==> config.mk <==
export PLATFORM = sky130hd
export DESIGN_NAME = json_string_unescape_utf8_top_flat
export DESIGN_NICKNAME = d
export VERILOG_FILES = /design/src/hdl/jsu_pkg.sv /design/src/hdl/jsu_if.sv /design/src/hdl/jsu_parse.sv /design/src/hdl/json_string_unescape_utf8_top.sv /design/src/flat_wrapper.sv
export SDC_FILE = /design/constraint.sdc
export NUM_CORES = 1
export LEC_CHECK = 0
export BUFFER_PORTS_ARGS = -buffer_cell sky130_fd_sc_hd__buf_2
export CELL_PAD_IN_SITES_DETAIL_PLACEMENT = 1
export CELL_PAD_IN_SITES_GLOBAL_PLACEMENT = 1
export CORE_UTILIZATION = 40
export DETAILED_ROUTE_END_ITERATION = 10
export GPL_ROUTABILITY_DRIVEN = 1
export PLACE_DENSITY_LB_ADDON = 0.1
export SYNTH_ARGS = -nofsm -noshare
export SYNTH_HDL_FRONTEND = slang
export SYNTH_SLANG_ARGS = --single-unit
==> constraint.sdc <==
create_clock -name i_clk -period 3.7 [get_ports i_clk]
set_clock_uncertainty 0.05 [all_clocks]
set_input_delay 0.74 -clock i_clk [delete_from_list [all_inputs] [get_ports i_clk]]
set_output_delay 0.74 -clock i_clk [all_outputs]
set_load 0.02 [all_outputs]
==> src/hdl/jsu_pkg.sv <==
package jsu_pkg;

    localparam int unsigned MaxRes = 3;
    localparam int unsigned ByteW  = 8;

    typedef enum logic [1:0] {
        ST_BYTE = 2'd0,
        ST_DONE = 2'd1,
        ST_ERR  = 2'd2
    } t_status;

    // Results caused by one source byte, oldest in entry 0.
    typedef struct packed {
        logic [1:0]                      n;
        t_status                         status;
        logic [MaxRes-1:0][ByteW-1:0]    bytes;
    } t_step;

    // One buffered result beat.
    typedef struct packed {
        logic [ByteW-1:0] out_byte;
        t_status          status;
        logic             last;
    } t_res;

endpackage

==> src/hdl/jsu_if.sv <==
interface jsu_in_if import jsu_pkg::*; ();
    logic             valid;
    logic             ready;
    logic [ByteW-1:0] in_byte;
    logic             start_req;

    modport source (output valid, output in_byte, output start_req, input ready);
    modport sink   (input valid, input in_byte, input start_req, output ready);
endinterface

interface jsu_out_if import jsu_pkg::*; ();
    logic             valid;
    logic             ready;
    logic [ByteW-1:0] out_byte;
    logic [1:0]       status;
    logic             last_of_run;

    modport source (output valid, output out_byte, output status, output last_of_run,
                    input ready);
    modport sink   (input valid, input out_byte, input status, input last_of_run,
                    output ready);
endinterface

==> src/hdl/jsu_parse.sv <==
module jsu_parse import jsu_pkg::*; (
    input  logic             i_clk,
    input  logic             i_rst_n,
    input  logic             i_en,
    input  logic [ByteW-1:0] i_byte,
    input  logic             i_start,
    output t_step            o_step
);

    typedef enum logic [2:0] {
        PH_DONE = 3'd0,
        PH_WS   = 3'd1,
        PH_BODY = 3'd2,
        PH_ESC  = 3'd3,
        PH_HEX  = 3'd4
    } t_phase;

    localparam logic [7:0] CH_TAB   = 8'h09;
    localparam logic [7:0] CH_LF    = 8'h0A;
    localparam logic [7:0] CH_CR    = 8'h0D;
    localparam logic [7:0] CH_SP    = 8'h20;
    localparam logic [7:0] CH_QUOTE = 8'h22;
    localparam logic [7:0] CH_BSL   = 8'h5C;
    localparam logic [7:0] CH_SLASH = 8'h2F;
    localparam logic [7:0] CH_NUL   = 8'h00;
    localparam logic [7:0] CH_0     = 8'h30;
    localparam logic [7:0] CH_9     = 8'h39;
    localparam logic [7:0] CH_LA    = 8'h61;
    localparam logic [7:0] CH_LF_A  = 8'h66;
    localparam logic [7:0] CH_UA    = 8'h41;
    localparam logic [7:0] CH_UF    = 8'h46;
    localparam logic [7:0] CH_B     = 8'h62;
    localparam logic [7:0] CH_F     = 8'h66;
    localparam logic [7:0] CH_N     = 8'h6E;
    localparam logic [7:0] CH_R     = 8'h72;
    localparam logic [7:0] CH_T     = 8'h74;
    localparam logic [7:0] CH_U     = 8'h75;
    localparam logic [7:0] VAL_BS   = 8'h08;
    localparam logic [7:0] VAL_FF   = 8'h0C;

    localparam logic [15:0] Lim1 = 16'h0080;
    localparam logic [15:0] Lim2 = 16'h0800;
    localparam logic [7:0]  Lead2 = 8'd192;
    localparam logic [7:0]  Lead3 = 8'd224;
    localparam logic [7:0]  Cont  = 8'd128;

    t_phase      r_phase, n_phase;
    logic [15:0] r_acc, n_acc;
    logic [1:0]  r_cnt, n_cnt;

    t_phase      ph;
    logic [15:0] acc;
    logic [1:0]  cnt;
    logic [15:0] cp;
    logic [3:0]  dig;
    logic        dig_ok;

    always_comb begin
        dig_ok = 1'b1;
        dig    = 4'd0;
        if (i_byte inside {[CH_0:CH_9]}) begin
            dig = 4'(i_byte - CH_0);
        end else if (i_byte inside {[CH_LA:CH_LF_A]}) begin
            dig = 4'(i_byte - CH_LA + 8'd10);
        end else if (i_byte inside {[CH_UA:CH_UF]}) begin
            dig = 4'(i_byte - CH_UA + 8'd10);
        end else begin
            dig_ok = 1'b0;
        end
    end

    always_comb begin
        ph  = i_start ? PH_WS : r_phase;
        acc = i_start ? 16'd0 : r_acc;
        cnt = i_start ? 2'd0 : r_cnt;
        cp  = {acc[11:0], dig};

        n_phase = ph;
        n_acc   = acc;
        n_cnt   = cnt;
        o_step  = '0;
        o_step.status = ST_BYTE;

        case (ph)
            PH_WS: begin
                if (i_byte == CH_QUOTE) begin
                    n_phase = PH_BODY;
                end else if (!(i_byte inside {CH_TAB, CH_LF, CH_CR, CH_SP})) begin
                    n_phase       = PH_DONE;
                    o_step.n      = 2'd1;
                    o_step.status = ST_ERR;
                end
            end
            PH_BODY: begin
                if (i_byte == CH_NUL) begin
                    n_phase       = PH_DONE;
                    o_step.n      = 2'd1;
                    o_step.status = ST_ERR;
                end else if (i_byte == CH_QUOTE) begin
                    n_phase       = PH_DONE;
                    o_step.n      = 2'd1;
                    o_step.status = ST_DONE;
                end else if (i_byte == CH_BSL) begin
                    n_phase = PH_ESC;
                end else begin
                    o_step.n        = 2'd1;
                    o_step.bytes[0] = i_byte;
                end
            end
            PH_ESC: begin
                n_phase  = PH_BODY;
                o_step.n = 2'd1;
                case (i_byte)
                    CH_QUOTE, CH_BSL, CH_SLASH: o_step.bytes[0] = i_byte;
                    CH_B: o_step.bytes[0] = VAL_BS;
                    CH_F: o_step.bytes[0] = VAL_FF;
                    CH_N: o_step.bytes[0] = CH_LF;
                    CH_R: o_step.bytes[0] = CH_CR;
                    CH_T: o_step.bytes[0] = CH_TAB;
                    CH_U: begin
                        n_phase  = PH_HEX;
                        n_acc    = 16'd0;
                        n_cnt    = 2'd0;
                        o_step.n = 2'd0;
                    end
                    default: begin
                        n_phase       = PH_DONE;
                        o_step.status = ST_ERR;
                    end
                endcase
            end
            PH_HEX: begin
                if (!dig_ok) begin
                    n_phase       = PH_DONE;
                    o_step.n      = 2'd1;
                    o_step.status = ST_ERR;
                end else begin
                    n_acc = cp;
                    if (cnt != 2'd3) begin
                        n_cnt = cnt + 2'd1;
                    end else begin
                        n_cnt   = 2'd0;
                        n_phase = PH_BODY;
                        if (cp < Lim1) begin
                            o_step.n        = 2'd1;
                            o_step.bytes[0] = cp[7:0];
                        end else if (cp < Lim2) begin
                            o_step.n        = 2'd2;
                            o_step.bytes[0] = Lead2 | {3'd0, cp[10:6]};
                            o_step.bytes[1] = Cont | {2'd0, cp[5:0]};
                        end else begin
                            o_step.n        = 2'd3;
                            o_step.bytes[0] = Lead3 | {4'd0, cp[15:12]};
                            o_step.bytes[1] = Cont | {2'd0, cp[11:6]};
                            o_step.bytes[2] = Cont | {2'd0, cp[5:0]};
                        end
                    end
                end
            end
            default: begin
                // Finished or an unused code: the byte is dropped.
                n_phase = PH_DONE;
            end
        endcase
    end

    always_ff @(posedge i_clk) begin
        if (!i_rst_n) begin
            r_phase <= PH_DONE;
            r_acc   <= 16'd0;
            r_cnt   <= 2'd0;
        end else if (i_en) begin
            r_phase <= n_phase;
            r_acc   <= n_acc;
            r_cnt   <= n_cnt;
        end
    end

endmodule

==> src/hdl/json_string_unescape_utf8_top.sv <==
// Source bytes pass through the input register into the parser, whose results load the
// result buffer. Throughput: one byte per cycle when the output is ready; a \u escape
// with two or three UTF-8 bytes holds the input while the three-entry result buffer drains.
// Reset (synchronous, active low): the result buffer and input register empty, and the
// parser finished, so bytes give no result until one arrives with a start request.
module json_string_unescape_utf8_top import jsu_pkg::*; (
    input  logic      i_clk,
    input  logic      i_rst_n,
    jsu_in_if.sink    i_in,
    jsu_out_if.source o_out
);

    logic             r_in_valid;
    logic [ByteW-1:0] r_in_byte;
    logic             r_in_start;

    t_res       r_ob [MaxRes];
    logic [1:0] r_rem;

    t_step step;
    logic  out_fire;
    logic  can_load;
    logic  proc;
    logic  in_ready;

    jsu_parse u_parse (
        .i_clk   (i_clk),
        .i_rst_n (i_rst_n),
        .i_en    (proc),
        .i_byte  (r_in_byte),
        .i_start (r_in_start),
        .o_step  (step)
    );

    assign out_fire = o_out.valid && o_out.ready;
    // New results may be loaded once the buffer is empty after this cycle's beat.
    assign can_load = (r_rem == 2'd0) || ((r_rem == 2'd1) && o_out.ready);
    assign proc     = r_in_valid && ((step.n == 2'd0) || can_load);
    assign in_ready = !r_in_valid || proc;

    assign i_in.ready        = in_ready;
    assign o_out.valid       = (r_rem != 2'd0);
    assign o_out.out_byte    = r_ob[0].out_byte;
    assign o_out.status      = r_ob[0].status;
    assign o_out.last_of_run = r_ob[0].last;

    always_ff @(posedge i_clk) begin
        if (!i_rst_n) begin
            r_in_valid <= 1'b0;
        end else if (in_ready) begin
            r_in_valid <= i_in.valid;
        end
    end

    always_ff @(posedge i_clk) begin
        if (in_ready && i_in.valid) begin
            r_in_byte  <= i_in.in_byte;
            r_in_start <= i_in.start_req;
        end
    end

    always_ff @(posedge i_clk) begin
        if (!i_rst_n) begin
            r_rem <= 2'd0;
        end else if (proc && (step.n != 2'd0)) begin
            r_rem <= step.n;
        end else if (out_fire) begin
            r_rem <= r_rem - 2'd1;
        end
    end

    always_ff @(posedge i_clk) begin
        if (proc && (step.n != 2'd0)) begin
            for (int k = 0; k < MaxRes; k++) begin
                r_ob[k].out_byte <= step.bytes[k];
                r_ob[k].status   <= step.status;
                r_ob[k].last     <= (2'(k + 1) == step.n);
            end
        end else if (out_fire) begin
            for (int k = 0; k < MaxRes - 1; k++) begin
                r_ob[k] <= r_ob[k + 1];
            end
        end
    end

    a_load_shows: assert property (@(posedge i_clk) disable iff (!i_rst_n)
        proc && (step.n != 2'd0) |=> o_out.valid)
        else $error("loaded results not presented");

    a_stall_held: assert property (@(posedge i_clk) disable iff (!i_rst_n)
        !i_in.ready |-> r_in_valid)
        else $error("input stalled with empty input register");

    a_last_at_end: assert property (@(posedge i_clk) disable iff (!i_rst_n)
        o_out.valid && (r_rem > 2'd1) |-> !o_out.last_of_run)
        else $error("last flag before the final beat of a run");

    a_term_single: assert property (@(posedge i_clk) disable iff (!i_rst_n)
        o_out.valid && (o_out.status != ST_BYTE)
            |-> o_out.last_of_run && (o_out.out_byte == 8'd0))
        else $error("completion or error beat malformed");

endmodule
==> src/flat_wrapper.sv <==
// flat-port wrapper written by rule: the top's interface ports become plain ports
module json_string_unescape_utf8_top_flat import jsu_pkg::*;
  (i_clk, i_rst_n, i_in_valid, i_in_in_byte, i_in_start_req, i_in_ready, o_out_valid, o_out_out_byte, o_out_status, o_out_last_of_run, o_out_ready);
  jsu_in_if i_in_i ();
  jsu_out_if o_out_i ();
  input  logic i_clk;
  input  logic i_rst_n;
  input wire logic [$bits(i_in_i.valid)-1:0] i_in_valid;
  input wire logic [$bits(i_in_i.in_byte)-1:0] i_in_in_byte;
  input wire logic [$bits(i_in_i.start_req)-1:0] i_in_start_req;
  output wire logic [$bits(i_in_i.ready)-1:0] i_in_ready;
  output wire logic [$bits(o_out_i.valid)-1:0] o_out_valid;
  output wire logic [$bits(o_out_i.out_byte)-1:0] o_out_out_byte;
  output wire logic [$bits(o_out_i.status)-1:0] o_out_status;
  output wire logic [$bits(o_out_i.last_of_run)-1:0] o_out_last_of_run;
  input wire logic [$bits(o_out_i.ready)-1:0] o_out_ready;
  assign i_in_i.valid = i_in_valid;
  assign i_in_i.in_byte = i_in_in_byte;
  assign i_in_i.start_req = i_in_start_req;
  assign i_in_ready = i_in_i.ready;
  assign o_out_valid = o_out_i.valid;
  assign o_out_out_byte = o_out_i.out_byte;
  assign o_out_status = o_out_i.status;
  assign o_out_last_of_run = o_out_i.last_of_run;
  assign o_out_i.ready = o_out_ready;
  json_string_unescape_utf8_top u_core (.i_clk(i_clk), .i_rst_n(i_rst_n), .i_in(i_in_i), .o_out(o_out_i));
endmodule
### After elaboration in Yosys (flattened, before gate mapping)

Memory sizes are Yosys's and may differ from the RTL's.
Index checks and enable logic that the tools add are counted.

| storage, ports and cells | value |
|---|---|
| register bits | 33 |
| latch bits | 0 |
| memory bits (writable) | 33 |
| ROM bits | 0 |
| input port bits | 13 |
| output and inout port bits | 13 |
| word-level logic and storage cells | 129 |
| memories kept | 1 |

| operators by class | value |
|---|---|
| $add $sub $neg | 7 |
| $mul | 0 |
| divide/modulo/power cells | 0 |
| order comparisons | 8 |
| eq/ne operators | 22 |
| shift-type cells | 0 |
| multiplexer cells | 60 |
| bitwise logic cells | 2 |
| reduce and logical (&&, ||, !) cells | 22 |

Memories:

| memory | depth | width | read ports | clocked after Yosys merged registers in | wr ports | RTL line | source |
|---|---|---|---|---|---|---|---|
| u_core.r_ob | 3 | 11 | 3 | 0 | 3 | json_string_unescape_utf8_top.sv:17 | `t_res r_ob [MaxRes];` |

Operator list:

| kind | number |
|---|---|
| $mux 16 | 5 |
| $eq 8x7->1 const B | 7 |
| $mux 24 | 2 |
| $pmux 8 s6 | 1 |
| $mux 8 | 5 |
| $mux 3 | 11 |
| $pmux 16 s2 | 1 |
| $eq 8x4->1 const B | 3 |
| $eq 8x6->1 const B | 3 |
| $pmux 8 s3 | 1 |
| $mux 11 | 2 |
| $mux 2 | 11 |
| $ge 8x7->1 const B | 2 |
| $le 8x7->1 const B | 2 |
| $lt 16x12->1 const B | 1 |
| $lt 16x8->1 const B | 1 |
| $pmux 4 s4 | 1 |
| $mux 14 | 1 |
| $mux 1 | 13 |
| $mux 4 | 3 |
| $pmux 3 s4 | 1 |
| $sub 4x1->4 const B | 3 |
| $reduce_or 9->1 | 1 |
| $add 4x4->4 const B | 2 |
| 23 further kinds | 38 |

### Longest topological paths before layout

Gate-level depths: netlist of run 1.

| depth | value |
|---|---|
| depth in word-level cells | 18 |
| mapped depth | 13 |
| depth with buffers taken out | 11 |

### Cells and area by module

From an unflattened synthesis of run 1, not the netlist that was laid out.

| unflattened totals | value |
|---|---|
| cells, all modules | 362 |
| area total of the unflattened synthesis | 3843.7 µm² |

By module, submodules not included:

| module | times used | cells each | area each (µm²) | sequential area each (µm²) |
|---|---|---|---|---|
| json_string_unescape_utf8_top | 1 | 109 | 1943.1 | 1321.3 |
| jsu_parse | 1 | 253 | 1900.6 | 340.3 |

### Least setup slack after synthesis of run 1

Ideal clock, no wire load.

| timing | value |
|---|---|
| path type | reg2reg |
| start | register u_core.r_in_byte[0] |
| end | memory u_core.r_ob[0][0] (netlist bit) (enable) |
| library setup time | 0.349 ns |
| arrival | 3.167 ns |
| data required time | 3.301 ns |
| slack | 0.134 ns |
| cell stages (with the launch flop) | 12 |
| buffers on the path | 3 |
| period minus slack after synthesis | 3.566 ns |
| path through | edfxtp_1 > inv_1 > ha_1 > buf_6 > or3b_4 > and4_4 > buf_6 > o31a_1 > and3_1 > buf_6 > a21oi_1 > or2_2 |

RTL lines:

| what | RTL line | source |
|---|---|---|
| start, declared | json_string_unescape_utf8_top.sv:14 | `logic [ByteW-1:0] r_in_byte;` |
| start signal, assigned | json_string_unescape_utf8_top.sv:57 | `r_in_byte <= i_in.in_byte;` |
| end, declared | json_string_unescape_utf8_top.sv:17 |  |

### Final worst setup path of run 1

| timing | value |
|---|---|
| start | register u_core.r_in_byte[0] |
| end | output i_in_ready |

| on the way | value |
|---|---|
| word-level cells in the longest chain between the ends | 15 |
| elaborated cells between the ends (all ways) | 46 |
| classes of those cells | add/sub: 5; order compare: 8; eq/ne: 7; mux: 17; reduce/logical: 9 |

Ends and longest elaborated chain:

| what | RTL line | source |
|---|---|---|
| $sub 4x1->4 (tied with other cells) | jsu_parse.sv:64, jsu_parse.sv:66 |  |
| $add 4x4->4 / $logic_and 1x1->1 (equally long branches) | jsu_parse.sv:64, jsu_parse.sv:66, jsu_parse.sv:65 |  |
| $mux 4 | jsu_parse.sv:65 | `end else if (i_byte inside {[CH_UA:CH_UF]}) begin` |
| $mux 4 | jsu_parse.sv:63 | `end else if (i_byte inside {[CH_LA:CH_LF_A]}) begin` |
| $mux 4 | jsu_parse.sv:61 | `if (i_byte inside {[CH_0:CH_9]}) begin` |
| $lt 16x12->1 | jsu_parse.sv:147 | `end else if (cp < Lim2) begin` |
| $mux 1 | jsu_parse.sv:147 |  |
| $mux 2 | jsu_parse.sv:144 | `if (cp < Lim1) begin` |
| $mux 2 | jsu_parse.sv:139 | `if (cnt != 2'd3) begin` |
| $mux 2 | jsu_parse.sv:133 | `if (!dig_ok) begin` |
| $pmux 4 s4 * | jsu_parse.sv:84 | `case (ph)` |
| $logic_not 2->1 * | json_string_unescape_utf8_top.sv:38 | `assign proc = r_in_valid && ((step.n == 2'd0) \|\| can_load);` |
| $logic_or 1x1->1 * | json_string_unescape_utf8_top.sv:38 |  |
| $logic_and 1x1->1 * | json_string_unescape_utf8_top.sv:38 |  |
| $logic_or 1x1->1 * | json_string_unescape_utf8_top.sv:39 | `assign in_ready = !r_in_valid \|\| proc;` |
| end, declared | flat_wrapper.sv:11 | `output wire logic [$bits(i_in_i.ready)-1:0] i_in_ready;` |

Every way passes the cells marked *; elsewhere a longest branch is shown, timed or not.

==> flow_metrics.tcl, run 1 <==
set metrics [dict create \
    status "complete, no violations" \
    worst_pin_slew_ns 0.821 \
    first_iter_violations 190 \
    num_rows 33 \
    hold_path_depth 1 \
    period_needed_ns 3.56 \
    grtUsageTotal_pct 23.6 \
    postLayoutCellArea_um2 3920 \
    vias 2843 \
    first_global_vias 2776 \
    max_clock_freq_mhz 281 \
    io_pins 26 \
    synth_flop_cell "edfxtp_1" \
    drv_slew 0 \
    synthesis.instances 343 \
    overflow 0 \
    cts_hold_buf 0 \
    worstHoldPathType "reg2reg" \
    cts_tree "yes" \
    avgSynthCellArea_um2 10.2 \
    final_cells 482 \
    place_area_um2 3680 \
    gp_congestion 0.851 \
    dp.cells 459 \
    numCtsBuffers 9 \
    yosys.area.top_type_share_pct 34.2 \
    path_max_fanout 7 \
    firstDrtPassIters 8 \
    port_buffers 25 \
    die_h_um 95.7 \
    worstSetupStartpoint "u_core.r_in_byte[0]$_DFFE_PP_" \
    design.die.area_um2 9160 \
    worstReg2RegStart "u_core.r_in_byte[7]$_DFFE_PP_" \
    required_ns 2.91 \
    syn_to_final_growth_pct 11.5 \
    synth-async-reset-ratio_pct 0 \
    cts_root_buf "clkbuf_8" \
    antenna_found_initial 0 \
    synthTopCellsByArea "edfxtp_1 (34%), dfxtp_1 (11%), nand2_1 (4.1%), o21ai_0 (3.3%), a22o_1 (3.2%)" \
    synth_top_area_cell "edfxtp_1" \
    synth_edf_count 40 \
    cts_sinks 60 \
    power_density_nw_per_um2 447 \
    ys_types 81 \
    detailed_place_hpwl_um 7090 \
    wl_um 9830 \
    hp-start "u_core.u_parse.r_cnt[1]$_SDFFE_PN0N_" \
    crit_path_end_kind "primary output" \
    clk_latency_ns 0.36 \
    relSlewSlack_pct 44.7 \
    route.detailed.drc 0 \
    ant_nets 0 \
    finalSetupTns_ns 0 \
    clk_path_buf_depth 2 \
    fin_nets 392 \
    clk_pin_slew_ns 0.08 \
    cp.arrival_ns 2.77 \
    synth_seq_area_share_pct 45.6 \
    cts_resized 0 \
    rsz0062_at_grt "false" \
    grt_pass1_wl_um 15500 \
    syn_area_um2 3510 \
    setup_violations 0 \
    hold_viol 0 \
    grt_max_degree 28 \
    p_leak_nw 1.43 \
    r2r_cells 7 \
    drv_cap 0 \
    start_util_pct 42.1 \
    synth-seq-cells 60 \
    vias_per_cell 5.90 \
    synth_nets 363 \
    crit_type "reg2out" \
    core_um2 8340 \
    final_layout_size_suffix_gt1_share_pct 24.4 \
    vdd_ir_drop_max_mv 0.178 \
    wl_per_cell_um 20.4 \
    insertedDiodeCount 0 \
    cp-start-kind "flip-flop" \
    ys.warnings.count 0 \
    min_period_over_period_pct 96.2 \
    die_w_um 95.7 \
    htreeDepth 3 \
]
## worst paths after layout
check	endpoint	slack (ns)
worst max-delay path	i_in_ready	0.14
worst min register to register	u_core.u_parse.r_cnt[1]$_SDFFE_PN0N_	0.43
worst min-delay path	u_core.u_parse.r_cnt[1]$_SDFFE_PN0N_	0.43
worst max register to register	u_core.r_ob[0][16]$_DFFE_PP_	0.58
## flip-flops by register name (all words and copies together) (netlist names)
signal,cells
u_core.r_in_byte,8
u_core.r_in_start,1
u_core.r_in_valid,1
u_core.r_ob,31
u_core.r_rem,2
u_core.u_parse.r_acc,12
u_core.u_parse.r_cnt,2
u_core.u_parse.r_phase,3
## cell usage after synthesis, types with 3 or more instances
| cell | instances |
|---|---|
| o31ai_1 | 4 |
| o211ai_1 | 4 |
| or2_2 | 3 |
| nand2_1 | 38 |
| mux2_2 | 7 |
| nor3_1 | 3 |
| nor2_1 | 21 |
| buf_4 | 10 |
| a22o_1 | 13 |
| buf_6 | 4 |
| nand3_1 | 9 |
| nor4b_2 | 3 |
| nand2b_1 | 4 |
| clkbuf_1 | 3 |
| dfxtp_1 | 20 |
| buf_2 | 7 |
| a21oi_1 | 18 |
| a31oi_1 | 3 |
| and2_1 | 3 |
| edfxtp_1 | 40 |
| ha_1 | 7 |
| o21ai_0 | 23 |
| nor2b_1 | 11 |
| inv_1 | 11 |
## routing by layer
layer	GRT usage [%]	vias up	part of all wire, %
met5	0	-	0
met2	37.6	60	47
met4	10.6	0	2.8
li1	-	1341	-
met1	31.0	1423	47
met3	4.82	19	3.0
## through the flow
step / total power [mW] / setup WS (ns) / hold WS, ns / util, %
CTS: 1.76 / 0.120 / 0.436 / 46.6
floorplan: 1.10 / 0.134 / 0.391 / -
global placement: 1.16 / 0.438 / 0.409 / 44.1
finish: 1.75 / 0.139 / 0.434 / 47.0
detailed placement: 1.17 / 0.320 / 0.414 / 44.1
global route: 1.83 / 0.0173 / 0.461 / 47.0
## report_power, final
part | internal (mW) | total (mW) | switching (mW)
Clock | 0.299 | 0.590 | 0.291
Sequential | 0.800 | 0.834 | 0.0342
Combinational | 0.118 | 0.328 | 0.210
## cell type report
type	instances	area, um2
fillers	948	4420
multi-input cells	245	1680
flip-flops and latches	60	1600
repair buffers	45	275
clock buffers	12	166
well taps	105	131
inverters	11	41.3
clock inverters	4	22.5
## cells in the final DEF (no fill, tap or decap), types with 3 or more instances in the layout
cell,synthesis,routed
o31ai_1,4,4
nand2_1,38,38
inv_1,11,11
nor4b_2,3,3
dfxtp_1,20,20
ha_1,7,7
o21ai_0,23,23
buf_2,7,25
edfxtp_1,40,40
nor2_1,21,21
or2_2,3,3
nor2b_1,11,11
o211ai_1,4,4
a22o_1,13,13
nor3_1,3,3
a31oi_1,3,3
clkinv_2,0,3
a21oi_1,18,18
mux2_2,7,7
buf_4,10,20
and2_1,3,3
nand3_1,9,9
nand2b_1,4,4
clkbuf_8,0,10
## worst max-delay path, cell delays in order, from the launching register on
cell and delay [ns]:
edfxtp_1 0.39, buf_4 0.15, ha_1 0.23, or3b_4 0.38, and4_4 0.23, o31a_1 0.33, and3_1 0.26, nand2_1 0.14
nand3_1 0.10, buf_2 0.18
## cells by family (layout without fill, tap and decap cells)
family / count (synthesis) / count (layout) / share of synthesized area, %
AND/OR/NAND/NOR: 126 / 126 / 21.3
buffers and inverters: 38 / 72 / 6.59
multiplexers: 9 / 9 / 2.81
AO/OA/AOI/OAI: 100 / 100 / 20.4
flip-flops: 60 / 60 / 45.6
adder cells (fa/ha/maj): 7 / 7 / 2.49
XOR/XNOR: 3 / 3 / 0.748
## timing repair
action	4_1_cts	5_1_grt
pin swaps	0	0
endpoints found under the setup margin	1	1
buffers inserted	3	4
hold endpoints to repair	0	0
(Power assumes the default switching activity.)
==> run 2: changes to the inputs <==
- HOLD_SLACK_MARGIN: default -> 0.03
- clock period: 3.7 -> 3.8 ns (I/O delays scaled with it)
==> run 2 against run 1 <==
Register-to-register slack got worse by 0.11 ns. Sequential cell count did not move. Final cell count rose by 0.21%. Via count fell by 0.25%. Critical path type unchanged. Critical endpoint unchanged. Largest cell class unchanged. Largest power group unchanged. Highest routed layer unchanged.
==> flow_metrics.tcl, run 2 (synthesis results as in run 1) <==
set metrics [dict create \
    status "complete, no violations" \
    holdWs_ns 0.430 \
    num_rows 33 \
    firstDrtPassIters 4 \
    cts_sinks 60 \
    power.total_mw 1.68 \
    clock_power_share_pct 32.5 \
    fillers 960 \
    first_global_vias 2812 \
    vias 2836 \
    top_register "u_core.r_ob" \
    pwr-share-comb_pct 19.1 \
    wl_per_cell_um 20.4 \
    required_ns 2.99 \
    layout_common_cells "edfxtp_1 (40), nand2_1 (38), buf_2 (25), o21ai_0 (23)" \
    die_h_um 95.7 \
    syn_to_final_growth_pct 11.7 \
    crit_type "reg2out" \
    insertedDiodeCount 0 \
    grt_max_degree 28 \
    vias_per_cell 5.87 \
    core_um2 8340 \
    die_w_um 95.7 \
    netSwitchingFraction_pct 30.7 \
    fin_util_pct 47.1 \
    numCtsBuffers 9 \
    drv_cap 0 \
    wl_um 9870 \
    p_seq_share_pct 48.4 \
    p_leak_nw 1.44 \
    intPower_mw 1.17 \
    p_sw_mw 0.516 \
    worst_pin_slew_ns 0.840 \
    first_iter_violations 140 \
    worstHoldPathType "reg2reg" \
    final_layout_size_suffix_gt1_share_pct 24.6 \
    final_common_cell "edfxtp_1" \
    drv_slew 0 \
    route.detailed.drc 0 \
    grtUsageTotal_pct 23.4 \
    cp-start-kind "flip-flop" \
    final_cells 483 \
    design.die.area_um2 9160 \
    antenna_found_initial 0 \
    start_util_pct 42.1 \
    clk_latency_ns 0.35 \
    period_needed_ns 3.71 \
    relSlewSlack_pct 43.4 \
    min_period_over_period_pct 97.6 \
    detailed_place_hpwl_um 7230 \
    cp.arrival_ns 2.90 \
    top_regs "u_core.r_ob x31, u_core.u_parse.r_acc x12, u_core.r_in_byte x8" \
    overflow 0 \
    io_pins 26 \
    power_density_nw_per_um2 429 \
    fin_nets 393 \
    clk_pin_slew_ns 0.07 \
    path_max_fanout 7 \
    crit_path_end_kind "primary output" \
    cts_tree "yes" \
    cts_root_buf "clkbuf_8" \
    ant_nets 0 \
    finalSetupTns_ns 0 \
    setup_violations 0 \
    largest_reg_flops 31 \
    clk_path_buf_depth 2 \
    max_clock_freq_mhz 270 \
    grt_pass1_wl_um 15600 \
    htreeDepth 3 \
    dp.cells 458 \
    hold_viol 0 \
    gp_congestion 0.860 \
    vdd_ir_drop_max_mv 0.166 \
    port_buffers 25 \
]
-- run 2: cell count changes in the layout (fill, tap and decap cells not counted) --
cell / delta
nor4b_4: +1
inv_4: +1
clkbuf_8: +1
nor4b_2: -1
clkinv_2: -1
clkbuf_16: -1
buf_4: +1
-- run 2: final cells by class --
cell class	instances	area [um2]	area share, %
timing repair buffer	46	283	7.20
tap	105	131	3.35
clock buffer	12	155	3.95
sequential	60	1600	40.8
clock inverter	4	23.8	0.606
inverter	11	41.3	1.05
multi-input combinational	245	1690	43.0
-- run 2: path summary, 6_finish.rpt --
| check | end | cells past startpoint | start | slack (ns) |
|---|---|---|---|---|
| max | i_in_ready | 9 | u_core.r_in_byte[0]$_DFFE_PP_ | 0.09 |
| min | u_core.u_parse.r_cnt[1]$_SDFFE_PN0N_ | 1 | u_core.u_parse.r_cnt[1]$_SDFFE_PN0N_ | 0.43 |
| max reg2reg | u_core.r_ob[0][16]$_DFFE_PP_ | 7 | u_core.r_in_byte[4]$_DFFE_PP_ | 0.47 |
| min reg2reg | u_core.u_parse.r_cnt[1]$_SDFFE_PN0N_ | 1 | u_core.u_parse.r_cnt[1]$_SDFFE_PN0N_ | 0.43 |
-- run 2: power groups by stage --
stage / Clock, mW / Sequential (mW) / Combinational [mW]
2_1_floorplan: 0 / 0.816 / 0.251
3_3_place_gp: 0 / 0.826 / 0.307
3_5_place_dp: 0 / 0.830 / 0.313
4_1_cts: 0.560 / 0.816 / 0.314
5_1_grt: 0.585 / 0.824 / 0.355
6_report: 0.547 / 0.814 / 0.322
-- run 2: worst max-delay path, stage by stage, from the launching register on --
cell and delay [ns]:
edfxtp_1 0.48, buf_4 0.19, ha_1 0.25, or3b_4 0.39
and4_4 0.23, o31a_1 0.33, and3_1 0.26, nand2_1 0.14
nand3_1 0.10, buf_2 0.18
-- run 2: timing repair --
item	in CTS	in global routing
buffers inserted	0	9
hold buffers	0	0
gates resized for setup	0	1
endpoints found under the setup margin	0	1
-- run 2: per-stage QoR --
step,instance area (um2),worst slack [ns]
after floorplan,3510,0.234
after global placement,3670,0.529
after detailed placement,3670,0.426
after CTS,3850,0.0264
after global routing,3930,-0.0122
final,3930,0.0897
-- run 2: per-layer routing --
layer	share of wire, %	global-route usage (%)
met4	2.7	10.8
met2	48	38.1
met1	45	30.5
met5	0	0
met3	5.1	3.63
==> run 3: changes to the inputs <==
==> constraint.sdc (replaced) <==
create_clock -name i_clk -period 3.8 [get_ports i_clk]
set_clock_uncertainty 0.05 [all_clocks]
set_input_delay 0.57 -clock i_clk [delete_from_list [all_inputs] [get_ports i_clk]]
set_output_delay 0.57 -clock i_clk [all_outputs]
set_load 0.02 [all_outputs]
==> run 3 against run 2 <==
Power fell by 3.8%. Via count fell by 2.2%. Combinational power shrank 5%. Clock power down 10%. Setup slack gained 0.11 ns. Wire length shrank 3.3%. Non-clock buffer count shrank 11. Die area is the same. Sequential cell count did not move. Largest cell class unchanged.
==> flow_metrics.tcl, run 3 (synthesis results as in run 1) <==
set metrics [dict create \
    firstDrtPassIters 4 \
    first_global_vias 2832 \
    detailed_place_hpwl_um 7190 \
    cp-start-kind "flip-flop" \
    grt.met1_usage_pct 29.5 \
    cts_sinks 60 \
    route.detailed.drc 0 \
    ant_nets 0 \
    clk_pin_slew_ns 0.07 \
    crit_type "reg2out" \
    worst_pin_slew_ns 0.862 \
    r2r_cells 8 \
    gp_congestion 0.838 \
    cts_root_buf "clkbuf_8" \
    wl_um 9550 \
    grt_pass1_wl_um 15400 \
    grt_max_degree 22 \
    layout_common_cells "edfxtp_1 (40), nand2_1 (38), buf_2 (25), o21ai_0 (23), nor2_1 (21)" \
    first_iter_violations 126 \
    period_needed_ns 3.60 \
    grt_use_met2_pct 37.6 \
    post-place-ws_ns 0.509 \
    clk_path_buf_depth 2 \
    htreeDepth 3 \
    power_density_nw_per_um2 425 \
    core_um2 8340 \
    cts_hold_buf 0 \
    setup_violations 0 \
    io_pins 26 \
    max_clock_freq_mhz 278 \
    p_leak_nw 1.36 \
    crit_path_end_kind "primary output" \
    area.sequential_um2 1600 \
    rsz0062_at_grt "false" \
    top_regs "u_core.r_ob x31, u_core.u_parse.r_acc x12, u_core.r_in_byte x8" \
    fin_util_pct 45.7 \
    design.die.area_um2 9160 \
    holdWs_ns 0.347 \
    syn_to_final_growth_pct 8.55 \
    grt-busiest-layer "met2" \
    status "complete, no violations" \
    finalSetupTns_ns 0 \
    top_register "u_core.r_ob" \
    final_cells 472 \
    antenna_found_initial 0 \
    cts_resized 0 \
    fin_nets 382 \
    hold_viol 0 \
    wl_per_cell_um 20.2 \
    drv_cap 0 \
    min_period_over_period_pct 94.7 \
    final_layout_size_suffix_gt1_share_pct 21.5 \
    die_h_um 95.7 \
    post_cts_buffers 0 \
    worst_slack_ns 0.202 \
    relSlewSlack_pct 42.0 \
    vias 2774 \
    die_w_um 95.7 \
    multi_input_area_um2 1680 \
    port_buffers 25 \
    dp.cells 456 \
    grtUsageTotal_pct 23.1 \
    num_rows 33 \
    cts_tree "yes" \
    clk_latency_ns 0.34 \
    numCtsBuffers 9 \
    worstHoldPathType "in2reg" \
    start_util_pct 42.1 \
    fillers 966 \
    cp.arrival_ns 2.98 \
    vias_per_cell 5.88 \
    required_ns 3.18 \
    final_common_cell "edfxtp_1" \
    path_max_fanout 9 \
    vdd_ir_drop_max_mv 0.146 \
    insertedDiodeCount 0 \
    hold_path_depth 1 \
    grtUsageMet3_pct 4.27 \
    largest_reg_flops 31 \
    overflow 0 \
    drv_slew 0 \
]
run 3: where the power goes:
part           switching, mW  internal (mW)  total, mW
logic                  0.196          0.112      0.307
registers             0.0410          0.779      0.820
clock network          0.263          0.229      0.492
run 3: final timing paths:
path	startpoint	to	slack, ns
max	u_core.r_in_byte[0]$_DFFE_PP_	i_in_ready	0.20
min	i_in_in_byte[6]	u_core.r_in_byte[6]$_DFFE_PP_	0.35
max reg2reg	u_core.r_in_byte[0]$_DFFE_PP_	u_core.r_ob[0][1]$_DFFE_PP_	0.49
min reg2reg	u_core.u_parse.r_cnt[1]$_SDFFE_PN0N_	u_core.u_parse.r_cnt[1]$_SDFFE_PN0N_	0.42
run 3: routing by layer:
| metal | part of all wire (%) | vias up |
|---|---|---|
| li1 | - | 1322 |
| met1 | 45 | 1359 |
| met2 | 47 | 76 |
| met3 | 4.8 | 17 |
| met4 | 2.9 | 0 |
| met5 | 0 | - |
run 3: area by class of cell:
type	instances	area share (%)
Multi-Input combinational cell	245	44.1
Inverter	11	1.08
Sequential cell	60	42.0
Tap cell	105	3.44
Timing Repair Buffer	35	5.25
Clock buffer	10	3.35
Clock inverter	6	0.820
run 3: worst max-delay path: stages, from the launching register on:
cell,delay (ns)
edfxtp_1,0.53
inv_1,0.12
ha_1,0.32
or3b_4,0.43
and4_4,0.22
o31a_1,0.33
and3_1,0.26
nand2_1,0.13
nand3_1,0.10
buf_2,0.18
run 3: stage by stage:
| step | instance area, um2 | total power, mW |
|---|---|---|
| after floorplan | 3510 | 1.07 |
| final | 3810 | 1.62 |
| after CTS | 3810 | 1.64 |
| after global routing | 3810 | 1.71 |
| after detailed placement | 3650 | 1.15 |
| after global placement | 3650 | 1.13 |
